==> src/obbo_pkg.sv <==
package obbo_pkg;

  // Coordinate width (signed Q15.8 at the default); sizes are one bit narrower
  localparam int COORD_W = 24;
  localparam int SIZE_W  = COORD_W - 1;
  localparam int TRIG_W  = 16;
  localparam int GATE_W  = 46;
  localparam int MISS_W  = 9;
  localparam int LIMIT_W = 8;

  localparam logic [LIMIT_W-1:0] LIMIT_RESET = LIMIT_W'(25);
  localparam logic signed [TRIG_W-1:0] TRIG_ONE = TRIG_W'(16384);

  // Request opcodes
  localparam logic OP_LOAD = 1'b0;
  localparam logic OP_TEST = 1'b1;

  typedef struct packed {
    logic                      op;
    logic signed [COORD_W-1:0] center_x;
    logic signed [COORD_W-1:0] center_y;
    logic signed [COORD_W-1:0] center_z;
    logic        [SIZE_W-1:0]  size_x;
    logic        [SIZE_W-1:0]  size_y;
    logic        [SIZE_W-1:0]  size_z;
    logic signed [TRIG_W-1:0]  axis_cos;
    logic signed [TRIG_W-1:0]  axis_sin;
  } in_req_t;

  typedef struct packed {
    logic overlap;
    logic out_of_range;
    logic search_done;
  } out_rsp_t;

  // One box with its heading already clamped to +-1.0
  typedef struct packed {
    logic signed [COORD_W-1:0] cx;
    logic signed [COORD_W-1:0] cy;
    logic signed [COORD_W-1:0] cz;
    logic        [SIZE_W-1:0]  sx;
    logic        [SIZE_W-1:0]  sy;
    logic        [SIZE_W-1:0]  sz;
    logic signed [TRIG_W-1:0]  cosv;
    logic signed [TRIG_W-1:0]  sinv;
  } box_t;

  // Engine verdict on one candidate
  typedef struct packed {
    logic overlap;
    logic out_of_range;
  } eng_rsp_t;

  typedef enum logic [1:0] {
    TS_IDLE,
    TS_RUN,
    TS_QUICK
  } top_state_t;

  typedef enum logic [2:0] {
    ES_IDLE,
    ES_MUL,
    ES_ACC,
    ES_CHK,
    ES_DONE
  } eng_state_t;

  function automatic logic signed [TRIG_W-1:0] clamp_trig(input logic signed [TRIG_W-1:0] t);
    logic signed [TRIG_W-1:0] r;
    r = t;
    if (t > TRIG_ONE) r = TRIG_ONE;
    if (t < -TRIG_ONE) r = -TRIG_ONE;
    return r;
  endfunction

  function automatic box_t to_box(input in_req_t q);
    box_t b;
    b.cx   = q.center_x;
    b.cy   = q.center_y;
    b.cz   = q.center_z;
    b.sx   = q.size_x;
    b.sy   = q.size_y;
    b.sz   = q.size_z;
    b.cosv = clamp_trig(q.axis_cos);
    b.sinv = clamp_trig(q.axis_sin);
    return b;
  endfunction

endpackage

==> src/obbo_sat_engine.sv <==
module obbo_sat_engine (
  input  logic                          clk,
  input  logic                          rst_n,
  input  logic                          start,
  input  logic                          load,
  input  obbo_pkg::box_t                cand_i,
  input  obbo_pkg::box_t                ref_i,
  input  logic [obbo_pkg::GATE_W-1:0]   gate_i,
  input  logic                          take,
  output logic                          done,
  output obbo_pkg::eng_rsp_t            rsp,
  output logic [obbo_pkg::GATE_W-1:0]   gate_o
);

  localparam int W   = obbo_pkg::COORD_W;
  localparam int SW  = obbo_pkg::SIZE_W;
  localparam int XW  = W + 1;
  localparam int YW  = (W + 1 > 31) ? W + 1 : 31;
  localparam int PW  = XW + YW;
  localparam int AW  = PW + 1;
  localparam int RW  = W + 31;
  localparam int QW  = 2 * W + 2;
  localparam int CW  = (QW > obbo_pkg::GATE_W) ? QW : obbo_pkg::GATE_W;
  localparam int ZW  = W + 2;
  localparam int TW  = obbo_pkg::TRIG_W;

  localparam logic [2:0] GRP_DIST = 3'd0;
  localparam logic [2:0] GRP_LAST = 3'd4;
  localparam logic [3:0] STEP_DIST_LAST = 4'd2;
  localparam logic [3:0] STEP_AXIS_LAST = 4'd13;

  obbo_pkg::eng_state_t state_r, state_nxt;

  logic [2:0]            grp_r, grp_nxt;
  logic [3:0]            step_r, step_nxt;
  logic                  load_r;
  obbo_pkg::box_t        cand_r;
  logic signed [W:0]     dx_r, dy_r, dz_r;
  logic [SW-1:0]         m_r;
  logic signed [PW-1:0]  prod_r, prod_nxt;
  logic signed [AW-1:0]  a_r, a_nxt, t_r, t_nxt;
  logic [RW-1:0]         r_r, r_nxt;
  logic [QW-1:0]         q_r, q_nxt;
  logic [obbo_pkg::GATE_W-1:0] gate_r, gate_nxt;
  obbo_pkg::eng_rsp_t    rsp_r, rsp_nxt;

  logic signed [XW-1:0]  x_mul;
  logic signed [YW-1:0]  y_mul;
  logic signed [TW-1:0]  ux, uy;
  logic signed [AW-1:0]  t_abs, a_abs;
  logic [W:0]            dz_abs;
  logic [RW-1:0]         lhs_ax;
  logic [ZW-1:0]         lhs_z, rhs_z;
  logic                  gate_miss;
  logic [SW-1:0]         m_in;

  // Largest dimension of an incoming reference
  always_comb begin
    m_in = cand_i.sx;
    if (cand_i.sy > m_in) m_in = cand_i.sy;
    if (cand_i.sz > m_in) m_in = cand_i.sz;
  end

  // Axis of the current group: both headings and their normals
  always_comb begin
    case (grp_r)
      3'd1: begin
        ux = ref_i.cosv;
        uy = ref_i.sinv;
      end
      3'd2: begin
        ux = -ref_i.sinv;
        uy = ref_i.cosv;
      end
      3'd3: begin
        ux = cand_r.cosv;
        uy = cand_r.sinv;
      end
      3'd4: begin
        ux = -cand_r.sinv;
        uy = cand_r.cosv;
      end
      default: begin
        ux = '0;
        uy = '0;
      end
    endcase
  end

  assign t_abs  = t_r[AW-1] ? -t_r : t_r;
  assign a_abs  = a_r[AW-1] ? -a_r : a_r;
  assign dz_abs = dz_r[W] ? (W+1)'(-dz_r) : (W+1)'(dz_r);

  // Operand select for the shared multiplier
  always_comb begin
    x_mul = '0;
    y_mul = '0;
    if (load_r) begin
      x_mul = XW'(m_r);
      y_mul = YW'(m_r);
    end else if (grp_r == GRP_DIST) begin
      case (step_r)
        4'd0: begin
          x_mul = XW'(dx_r);
          y_mul = YW'(dx_r);
        end
        4'd1: begin
          x_mul = XW'(dy_r);
          y_mul = YW'(dy_r);
        end
        default: begin
          x_mul = XW'(dz_r);
          y_mul = YW'(dz_r);
        end
      endcase
    end else begin
      case (step_r)
        4'd0:  begin x_mul = XW'(dx_r);        y_mul = YW'(ux); end
        4'd1:  begin x_mul = XW'(dy_r);        y_mul = YW'(uy); end
        4'd2:  begin x_mul = XW'(ref_i.cosv);  y_mul = YW'(ux); end
        4'd3:  begin x_mul = XW'(ref_i.sinv);  y_mul = YW'(uy); end
        4'd4:  begin x_mul = XW'(ref_i.sx);    y_mul = $signed(t_abs[YW-1:0]); end
        4'd5:  begin x_mul = XW'(ref_i.sinv);  y_mul = YW'(ux); end
        4'd6:  begin x_mul = XW'(ref_i.cosv);  y_mul = YW'(uy); end
        4'd7:  begin x_mul = XW'(ref_i.sy);    y_mul = $signed(t_abs[YW-1:0]); end
        4'd8:  begin x_mul = XW'(cand_r.cosv); y_mul = YW'(ux); end
        4'd9:  begin x_mul = XW'(cand_r.sinv); y_mul = YW'(uy); end
        4'd10: begin x_mul = XW'(cand_r.sx);   y_mul = $signed(t_abs[YW-1:0]); end
        4'd11: begin x_mul = XW'(cand_r.sinv); y_mul = YW'(ux); end
        4'd12: begin x_mul = XW'(cand_r.cosv); y_mul = YW'(uy); end
        default: begin x_mul = XW'(cand_r.sy); y_mul = $signed(t_abs[YW-1:0]); end
      endcase
    end
  end

  // Compare operands
  assign gate_miss = CW'(q_r) > CW'(gate_i);
  assign lhs_z     = ZW'(dz_abs) << 1;
  assign rhs_z     = ZW'(ref_i.sz) + ZW'(cand_r.sz);
  assign lhs_ax    = {a_abs[RW-16:0], 15'b0};

  // Sequencer
  always_comb begin
    state_nxt = state_r;
    grp_nxt   = grp_r;
    step_nxt  = step_r;
    prod_nxt  = prod_r;
    a_nxt     = a_r;
    t_nxt     = t_r;
    r_nxt     = r_r;
    q_nxt     = q_r;
    gate_nxt  = gate_r;
    rsp_nxt   = rsp_r;
    case (state_r)
      obbo_pkg::ES_IDLE: begin
        if (start) begin
          state_nxt = obbo_pkg::ES_MUL;
          grp_nxt   = GRP_DIST;
          step_nxt  = '0;
          rsp_nxt   = '0;
        end
      end
      obbo_pkg::ES_MUL: begin
        prod_nxt  = x_mul * y_mul;
        state_nxt = obbo_pkg::ES_ACC;
      end
      obbo_pkg::ES_ACC: begin
        state_nxt = obbo_pkg::ES_MUL;
        step_nxt  = step_r + 4'd1;
        if (load_r) begin
          gate_nxt  = prod_r[obbo_pkg::GATE_W-1:0];
          state_nxt = obbo_pkg::ES_DONE;
        end else if (grp_r == GRP_DIST) begin
          q_nxt = (step_r == 4'd0) ? prod_r[QW-1:0] : q_r + prod_r[QW-1:0];
          if (step_r == STEP_DIST_LAST) state_nxt = obbo_pkg::ES_CHK;
        end else begin
          case (step_r)
            4'd0:                 a_nxt = AW'(prod_r);
            4'd1:                 a_nxt = a_r + AW'(prod_r);
            4'd2, 4'd8:           t_nxt = AW'(prod_r);
            4'd5, 4'd11:          t_nxt = -AW'(prod_r);
            4'd3, 4'd6, 4'd9, 4'd12: t_nxt = t_r + AW'(prod_r);
            4'd4:                 r_nxt = prod_r[RW-1:0];
            default:              r_nxt = r_r + prod_r[RW-1:0];
          endcase
          if (step_r == STEP_AXIS_LAST) state_nxt = obbo_pkg::ES_CHK;
        end
      end
      obbo_pkg::ES_CHK: begin
        step_nxt = '0;
        if (grp_r == GRP_DIST) begin
          // gate first, then vertical extents
          if (gate_miss) begin
            rsp_nxt.out_of_range = 1'b1;
            state_nxt = obbo_pkg::ES_DONE;
          end else if (lhs_z > rhs_z) begin
            state_nxt = obbo_pkg::ES_DONE;
          end else begin
            grp_nxt   = grp_r + 3'd1;
            state_nxt = obbo_pkg::ES_MUL;
          end
        end else begin
          if (lhs_ax > r_r) begin
            state_nxt = obbo_pkg::ES_DONE;
          end else if (grp_r == GRP_LAST) begin
            rsp_nxt.overlap = 1'b1;
            state_nxt = obbo_pkg::ES_DONE;
          end else begin
            grp_nxt   = grp_r + 3'd1;
            state_nxt = obbo_pkg::ES_MUL;
          end
        end
      end
      obbo_pkg::ES_DONE: begin
        if (take) state_nxt = obbo_pkg::ES_IDLE;
      end
      default: state_nxt = obbo_pkg::ES_IDLE;
    endcase
  end

  always_ff @(posedge clk) begin
    if (!rst_n) begin
      state_r <= obbo_pkg::ES_IDLE;
    end else begin
      state_r <= state_nxt;
    end
  end

  // Datapath registers
  always_ff @(posedge clk) begin
    grp_r  <= grp_nxt;
    step_r <= step_nxt;
    prod_r <= prod_nxt;
    a_r    <= a_nxt;
    t_r    <= t_nxt;
    r_r    <= r_nxt;
    q_r    <= q_nxt;
    gate_r <= gate_nxt;
    rsp_r  <= rsp_nxt;
    if (state_r == obbo_pkg::ES_IDLE && start) begin
      load_r <= load;
      cand_r <= cand_i;
      m_r    <= m_in;
      dx_r   <= (W+1)'(cand_i.cx) - (W+1)'(ref_i.cx);
      dy_r   <= (W+1)'(cand_i.cy) - (W+1)'(ref_i.cy);
      dz_r   <= (W+1)'(cand_i.cz) - (W+1)'(ref_i.cz);
    end
  end

  assign done   = (state_r == obbo_pkg::ES_DONE);
  assign rsp    = rsp_r;
  assign gate_o = gate_r;

endmodule

==> src/obb_neighbor_overlap_sweep_unit.sv <==
// Oriented-box overlap sweep against one stored reference box.
// Input channel in_valid / in_stall / in_data carries requests: op = load
// stores the reference box, op = test checks a candidate against it.
// Result channel out_valid / out_stall / out_data returns one result per
// request; cfg_valid / cfg_ready / cfg_data writes miss_limit (always ready).
// A load runs one multiply in the engine; a test whose search is already
// over bypasses the engine. A test runs three squaring steps and a gate check,
// then up to four separating-axis passes of fourteen multiplies each, each
// multiply passing through a multiply state and an accumulate state on the
// single shared multiplier; the gate or the vertical test can reject early.
// in_stall is high from acceptance until the result enters the output
// register; one request is in flight at a time.
// A finished result waits in the engine while out_stall holds the output
// register full; the output register frees for the next request as soon
// as its contents are taken.
// Reset clears the reference box, the gate range, the miss count and the
// done flag, and sets miss_limit to 25.
module obb_neighbor_overlap_sweep_unit (
  input  logic                          clk,
  input  logic                          rst_n,
  input  logic                          in_valid,
  output logic                          in_stall,
  input  obbo_pkg::in_req_t             in_data,
  output logic                          out_valid,
  input  logic                          out_stall,
  output obbo_pkg::out_rsp_t            out_data,
  input  logic                          cfg_valid,
  output logic                          cfg_ready,
  input  logic [obbo_pkg::LIMIT_W-1:0]  cfg_data
);

  obbo_pkg::top_state_t state_r, state_nxt;

  obbo_pkg::box_t                   ref_r;
  logic [obbo_pkg::GATE_W-1:0]      gate_r;
  logic [obbo_pkg::MISS_W-1:0]      miss_r, miss_inc;
  logic                             over_r;
  logic [obbo_pkg::LIMIT_W-1:0]     limit_r;
  logic                             op_r;
  logic                             out_valid_r;
  obbo_pkg::out_rsp_t               out_data_r, rsp_nxt;

  obbo_pkg::box_t                   cand_box;
  logic                             in_acc, out_free, commit, eng_start, eng_done;
  logic                             miss_over;
  obbo_pkg::eng_rsp_t               eng_rsp;
  logic [obbo_pkg::GATE_W-1:0]      eng_gate;

  assign cand_box  = obbo_pkg::to_box(in_data);
  assign in_stall  = (state_r != obbo_pkg::TS_IDLE);
  assign in_acc    = in_valid && !in_stall;
  assign out_free  = !out_valid_r || !out_stall;
  assign cfg_ready = 1'b1;

  // Tests after the search has ended bypass the engine
  assign eng_start = in_acc && !(in_data.op == obbo_pkg::OP_TEST && over_r);

  obbo_sat_engine u_engine (
    .clk    (clk),
    .rst_n  (rst_n),
    .start  (eng_start),
    .load   (in_data.op == obbo_pkg::OP_LOAD),
    .cand_i (cand_box),
    .ref_i  (ref_r),
    .gate_i (gate_r),
    .take   (commit),
    .done   (eng_done),
    .rsp    (eng_rsp),
    .gate_o (eng_gate)
  );

  assign miss_inc  = miss_r + obbo_pkg::MISS_W'(1);
  assign miss_over = miss_inc > obbo_pkg::MISS_W'(limit_r);

  // Next state and result assembly
  always_comb begin
    state_nxt = state_r;
    commit    = 1'b0;
    rsp_nxt   = '0;
    case (state_r)
      obbo_pkg::TS_IDLE: begin
        if (in_acc) state_nxt = eng_start ? obbo_pkg::TS_RUN : obbo_pkg::TS_QUICK;
      end
      obbo_pkg::TS_RUN: begin
        if (eng_done && out_free) begin
          commit    = 1'b1;
          state_nxt = obbo_pkg::TS_IDLE;
        end
        if (op_r == obbo_pkg::OP_TEST) begin
          rsp_nxt.overlap      = eng_rsp.overlap && !eng_rsp.out_of_range;
          rsp_nxt.out_of_range = eng_rsp.out_of_range;
          rsp_nxt.search_done  = eng_rsp.out_of_range && miss_over;
        end
      end
      obbo_pkg::TS_QUICK: begin
        rsp_nxt.search_done = 1'b1;
        if (out_free) begin
          commit    = 1'b1;
          state_nxt = obbo_pkg::TS_IDLE;
        end
      end
      default: state_nxt = obbo_pkg::TS_IDLE;
    endcase
  end

  // Control and reference state
  always_ff @(posedge clk) begin
    if (!rst_n) begin
      state_r     <= obbo_pkg::TS_IDLE;
      ref_r       <= '0;
      gate_r      <= '0;
      miss_r      <= '0;
      over_r      <= 1'b0;
      limit_r     <= obbo_pkg::LIMIT_RESET;
      out_valid_r <= 1'b0;
    end else begin
      state_r <= state_nxt;
      if (cfg_valid && cfg_ready) limit_r <= cfg_data;
      if (in_acc && in_data.op == obbo_pkg::OP_LOAD) begin
        ref_r  <= cand_box;
        miss_r <= '0;
        over_r <= 1'b0;
      end
      if (commit && state_r == obbo_pkg::TS_RUN) begin
        if (op_r == obbo_pkg::OP_LOAD) begin
          gate_r <= eng_gate;
        end else if (eng_rsp.out_of_range) begin
          miss_r <= miss_inc;
          over_r <= miss_over;
        end else begin
          miss_r <= '0;
        end
      end
      if (commit) begin
        out_valid_r <= 1'b1;
      end else if (!out_stall) begin
        out_valid_r <= 1'b0;
      end
    end
  end

  // Request opcode and result payload
  always_ff @(posedge clk) begin
    if (in_acc) op_r <= in_data.op;
    if (commit) out_data_r <= rsp_nxt;
  end

  assign out_valid = out_valid_r;
  assign out_data  = out_data_r;

  // A miss result never claims an overlap
  a_no_overlap_on_miss: assert property (@(posedge clk) disable iff (!rst_n)
    out_valid |-> !(out_data.overlap && out_data.out_of_range))
    else $error("overlap reported together with out_of_range");

  // The engine only finishes while a request is running
  a_done_in_run: assert property (@(posedge clk) disable iff (!rst_n)
    eng_done |-> state_r == obbo_pkg::TS_RUN)
    else $error("engine finished outside a running request");

  // The search ends only together with a result that says so
  a_over_reported: assert property (@(posedge clk) disable iff (!rst_n)
    $rose(over_r) |-> out_valid && out_data.search_done)
    else $error("search ended without a search_done result");

  // The engine neither starts nor finishes while a bypassed test is pending
  a_quick_blocks: assert property (@(posedge clk) disable iff (!rst_n)
    state_r == obbo_pkg::TS_QUICK |-> !eng_start && !eng_done)
    else $error("engine active during a bypassed test");

endmodule
==> config.mk <==
export PLATFORM = sky130hd
export DESIGN_NAME = obb_neighbor_overlap_sweep_unit
export DESIGN_NICKNAME = d
export VERILOG_FILES = /design/src/obbo_pkg.sv /design/src/obbo_sat_engine.sv /design/src/obb_neighbor_overlap_sweep_unit.sv
export SDC_FILE = /design/constraint.sdc
export NUM_CORES = 2
export LEC_CHECK = 0
export ABC_AREA = 1
export ABC_CLOCK_PERIOD_IN_PS = 14250
export BUFFER_PORTS_ARGS = -buffer_cell sky130_fd_sc_hd__buf_2
export CAP_MARGIN = 40
export CORE_MARGIN = 2
export CORE_UTILIZATION = 30
export DETAILED_ROUTE_END_ITERATION = 12
export GPL_TIMING_DRIVEN = 0
export HOLD_SLACK_MARGIN = 0.05
export PLACE_DENSITY_LB_ADDON = 0.2
export SETUP_SLACK_MARGIN = 0.05
export SYNTH_ARGS = -nofsm -noshare
export SYNTH_HDL_FRONTEND = slang
export SYNTH_SLANG_ARGS = --single-unit
==> constraint.sdc <==
create_clock -name clk -period 14.25 [get_ports clk]
set_input_delay 0 -clock clk [delete_from_list [all_inputs] [get_ports clk]]
set_output_delay 0 -clock clk [all_outputs]
set_load 0.05 [all_outputs]
==> reports/metrics.csv <==
stage;metric;value;unit
status;outcome;completed;
grt;grt_pass1_vias;81100;
cells_and_area;layout-drive-gt1-share;0.0646;
place;io_buffers;190;
timing;period_needed;11380;ps
synthesis;synth-seq-cells;777;
timing;fmax;87.9;MHz
cts;h-tree-depth;3;
routing;drt-vias-per-instance;5.24;
worst_setup_path;critPathKind;register to register;
timing;setup_violations;0;
worst_setup_path;setup.worst_path.start_class;register;
place;dp_hpwl;339000;um
worst_hold_path;hp-class;primary input to register;
timing;drv_slew;0;
cts;cts.clk_slew.worst_paths;70;ps
timing;rsz0062_at_grt;no;
worst_setup_path;cp_common_cell;nand2_1;
floorplanning;chipWidth;542;um
floorplanning;fp-row-count;197;
timing;worst_pin_slew;1050;ps
routing;antenna_left;0;
cells_and_area;final_nets;13500;
synthesis;synth-main-ff-cell;edfxtp_1;
routing;drtPass1Iterations;6;
cts;cts_root_buf;clkbuf_16;
synthesis;yosys.area.top_type;fa_1;
worst_setup_path;cp_num_buf_inv;10;
routing;drtIter0Drc;8409;
cells_and_area;syn2layout_area_growth;15.2;%
timing;hold_viol_final;0;
floorplanning;io_pins;193;
grt;antenna_found_initial;24;
cts;cts_sinks;777;
routing;drc;0;
timing;slew_headroom;0.299;
worst_setup_path;critical_path.top_delay_family;adder cells;
synthesis;synthCells;11200;
synthesis;synth.avg_cell_area;7.76;um2
routing;wl;406000;um
place;gp_congestion;1.02;
synthesis;synth_top_area_frac;0.185;
cts;cts_made_buffers;89;
worst_setup_path;crit_required;14800;ps
grt;grt_pass1_wl;578000;um
floorplanning;start_util;0.302;
synthesis;ys_types;69;
cts;clock_latency;770;ps
cells_and_area;final_cell_mix;inv_1, nand2_1, nor2_1;
routing;wl_per_cell;25.8;um
run;cap_violations;0;
synthesis;yosysSeqAreaShare;0.240;
floorplanning;coreArea;288000;um2
cells_and_area;final_common_cell;inv_1;
worst_setup_path;cp_max_fo;10;
grt;grt_max_degree;81;
worst_setup_path;end_kind;register;
synthesis;synth.area.top_cells;fa_1, edfxtp_1, ha_1;
timing;hold_slack;72.4;ps
synthesis;yosys_warnings;0;
routing;vias;82300;
worst_setup_path;arrival;11930;ps
floorplanning;dieArea;294000;um2
synthesis;async_reset_ff_frac;0;
synthesis;synth_fp_nets;12800;
timing;fin_crit_sh;0.798;
cts;cts_tree;done;
synthesis;synth_area;86900;um2
floorplanning;fp.dieH;542;um
timing;fin_setup_tns;0;ps
worst_setup_path;cp_slowest_cell;o211ai_1;
timing;skew;56.1;ps
worst_setup_path;critPathMaxStageDelay;680;ps
grt;grt-ovfl-total;0;
synthesis;synth-edff-count;534;
cts;clockBufferDepth;3;
grt;track_usage;0.271;
cells in the mapped netlist (all sizes together), types with 52 or more instances:
library cell  instances
a21o                 52
nor2               1189
fa                  805
xnor2               114
dfxtp               243
nor4                 64
buf                 162
nand2              1729
ha                  644
a21oi               828
xor2                208
o21ai               965
nand3               687
clkbuf              175
edfxtp              534
nor3                110
a31oi                95
or2                  63
inv                2027
nand4               138
per-layer routing:
metal | wire length [um] | GRT usage
met4 | 19200 | 0.109
met3 | 31100 | 0.0504
met2 | 176000 | 0.420
met1 | 179000 | 0.370
met5 | 70 | 0
flip-flops by register name, summed over array words and instances, names as in the netlist, 4 cells and up:
signal / count
u_engine.prod_r: 56
ref_r: 173
u_engine.dx_r: 25
u_engine.t_r: 57
limit_r: 8
gate_r: 46
u_engine.r_r: 55
miss_r: 9
u_engine.cand_r: 101
u_engine.gate_o: 46
u_engine.m_r: 23
u_engine.dy_r: 25
u_engine.q_r: 50
u_engine.step_r: 4
u_engine.a_r: 57
u_engine.dz_r: 25
area by class of cell:
cell class	count	area (um2)
Buffer	337	1580
Multi-Input combinational cell	8065	56900
Sequential cell	777	20900
Fill cell	30700	188000
Clock buffer	111	2500
Tap cell	3781	4730
Antenna cell	10	25.0
Clock inverter	56	607
Inverter	2033	7640
Timing Repair Buffer	547	5290
stage by stage:
| stage | cells | area (um2) | utilization | worst slack, ps |
|---|---|---|---|---|
| 6_report | 15700 | 100000 | 0.348 | 2870 |
| 5_1_grt | 15700 | 100000 | 0.348 | 2370 |
| 4_1_cts | 15700 | 100000 | 0.347 | 2940 |
| 3_5_place_dp | 15300 | 94300 | 0.327 | 2980 |
| 3_3_place_gp | 15200 | 92600 | 0.321 | 2550 |
| 2_1_floorplan | 11200 | 86900 | - | 6050 |
logic make-up (layout without fill, tap and decap cells):
kind of cell,count (synthesis),after routing,share of synthesized area
AND/OR/NAND/NOR,4021,4021,0.197
buffers and inverters,2370,3084,0.106
AO/OA/AOI/OAI,2272,2272,0.146
adder cells (fa/ha/maj),1449,1449,0.278
flip-flops,777,777,0.240
XOR/XNOR,322,322,0.0324
other,1,11,0.0000431
worst min-delay path, delay by kind of cell:
kind / cells / cell delay (ps)
buffers and inverters: 2 / 630
AOI/OAI and AO/OA: 1 / 120
and+or+nand+nor: 1 / 40
worst paths after layout:
check | slack (ps) | endpoint | depth (start not counted) | startpoint
hold reg to reg | 450 | ref_r[156] | 2 | ref_r[156]
setup / recovery | 2870 | u_engine.prod_r[42] | 37 | u_engine.step_r[0]
setup reg to reg | 2870 | u_engine.prod_r[42] | 37 | u_engine.step_r[0]
hold / removal | 70 | ref_r[45] | 4 | rst_n
repair_timing:
item | 4_1_cts | 5_1_grt
hold buffers | 271 | 0
setup buffers | 0 | 0
endpoints found under the setup margin | 0 | 0
gates resized for setup | 0 | 0
endpoints found under the hold margin | 392 | 0
Power is left out: the tool's default activity adds up to more than one toggle a clock period on the data nets, which glitch-free logic cannot reach.
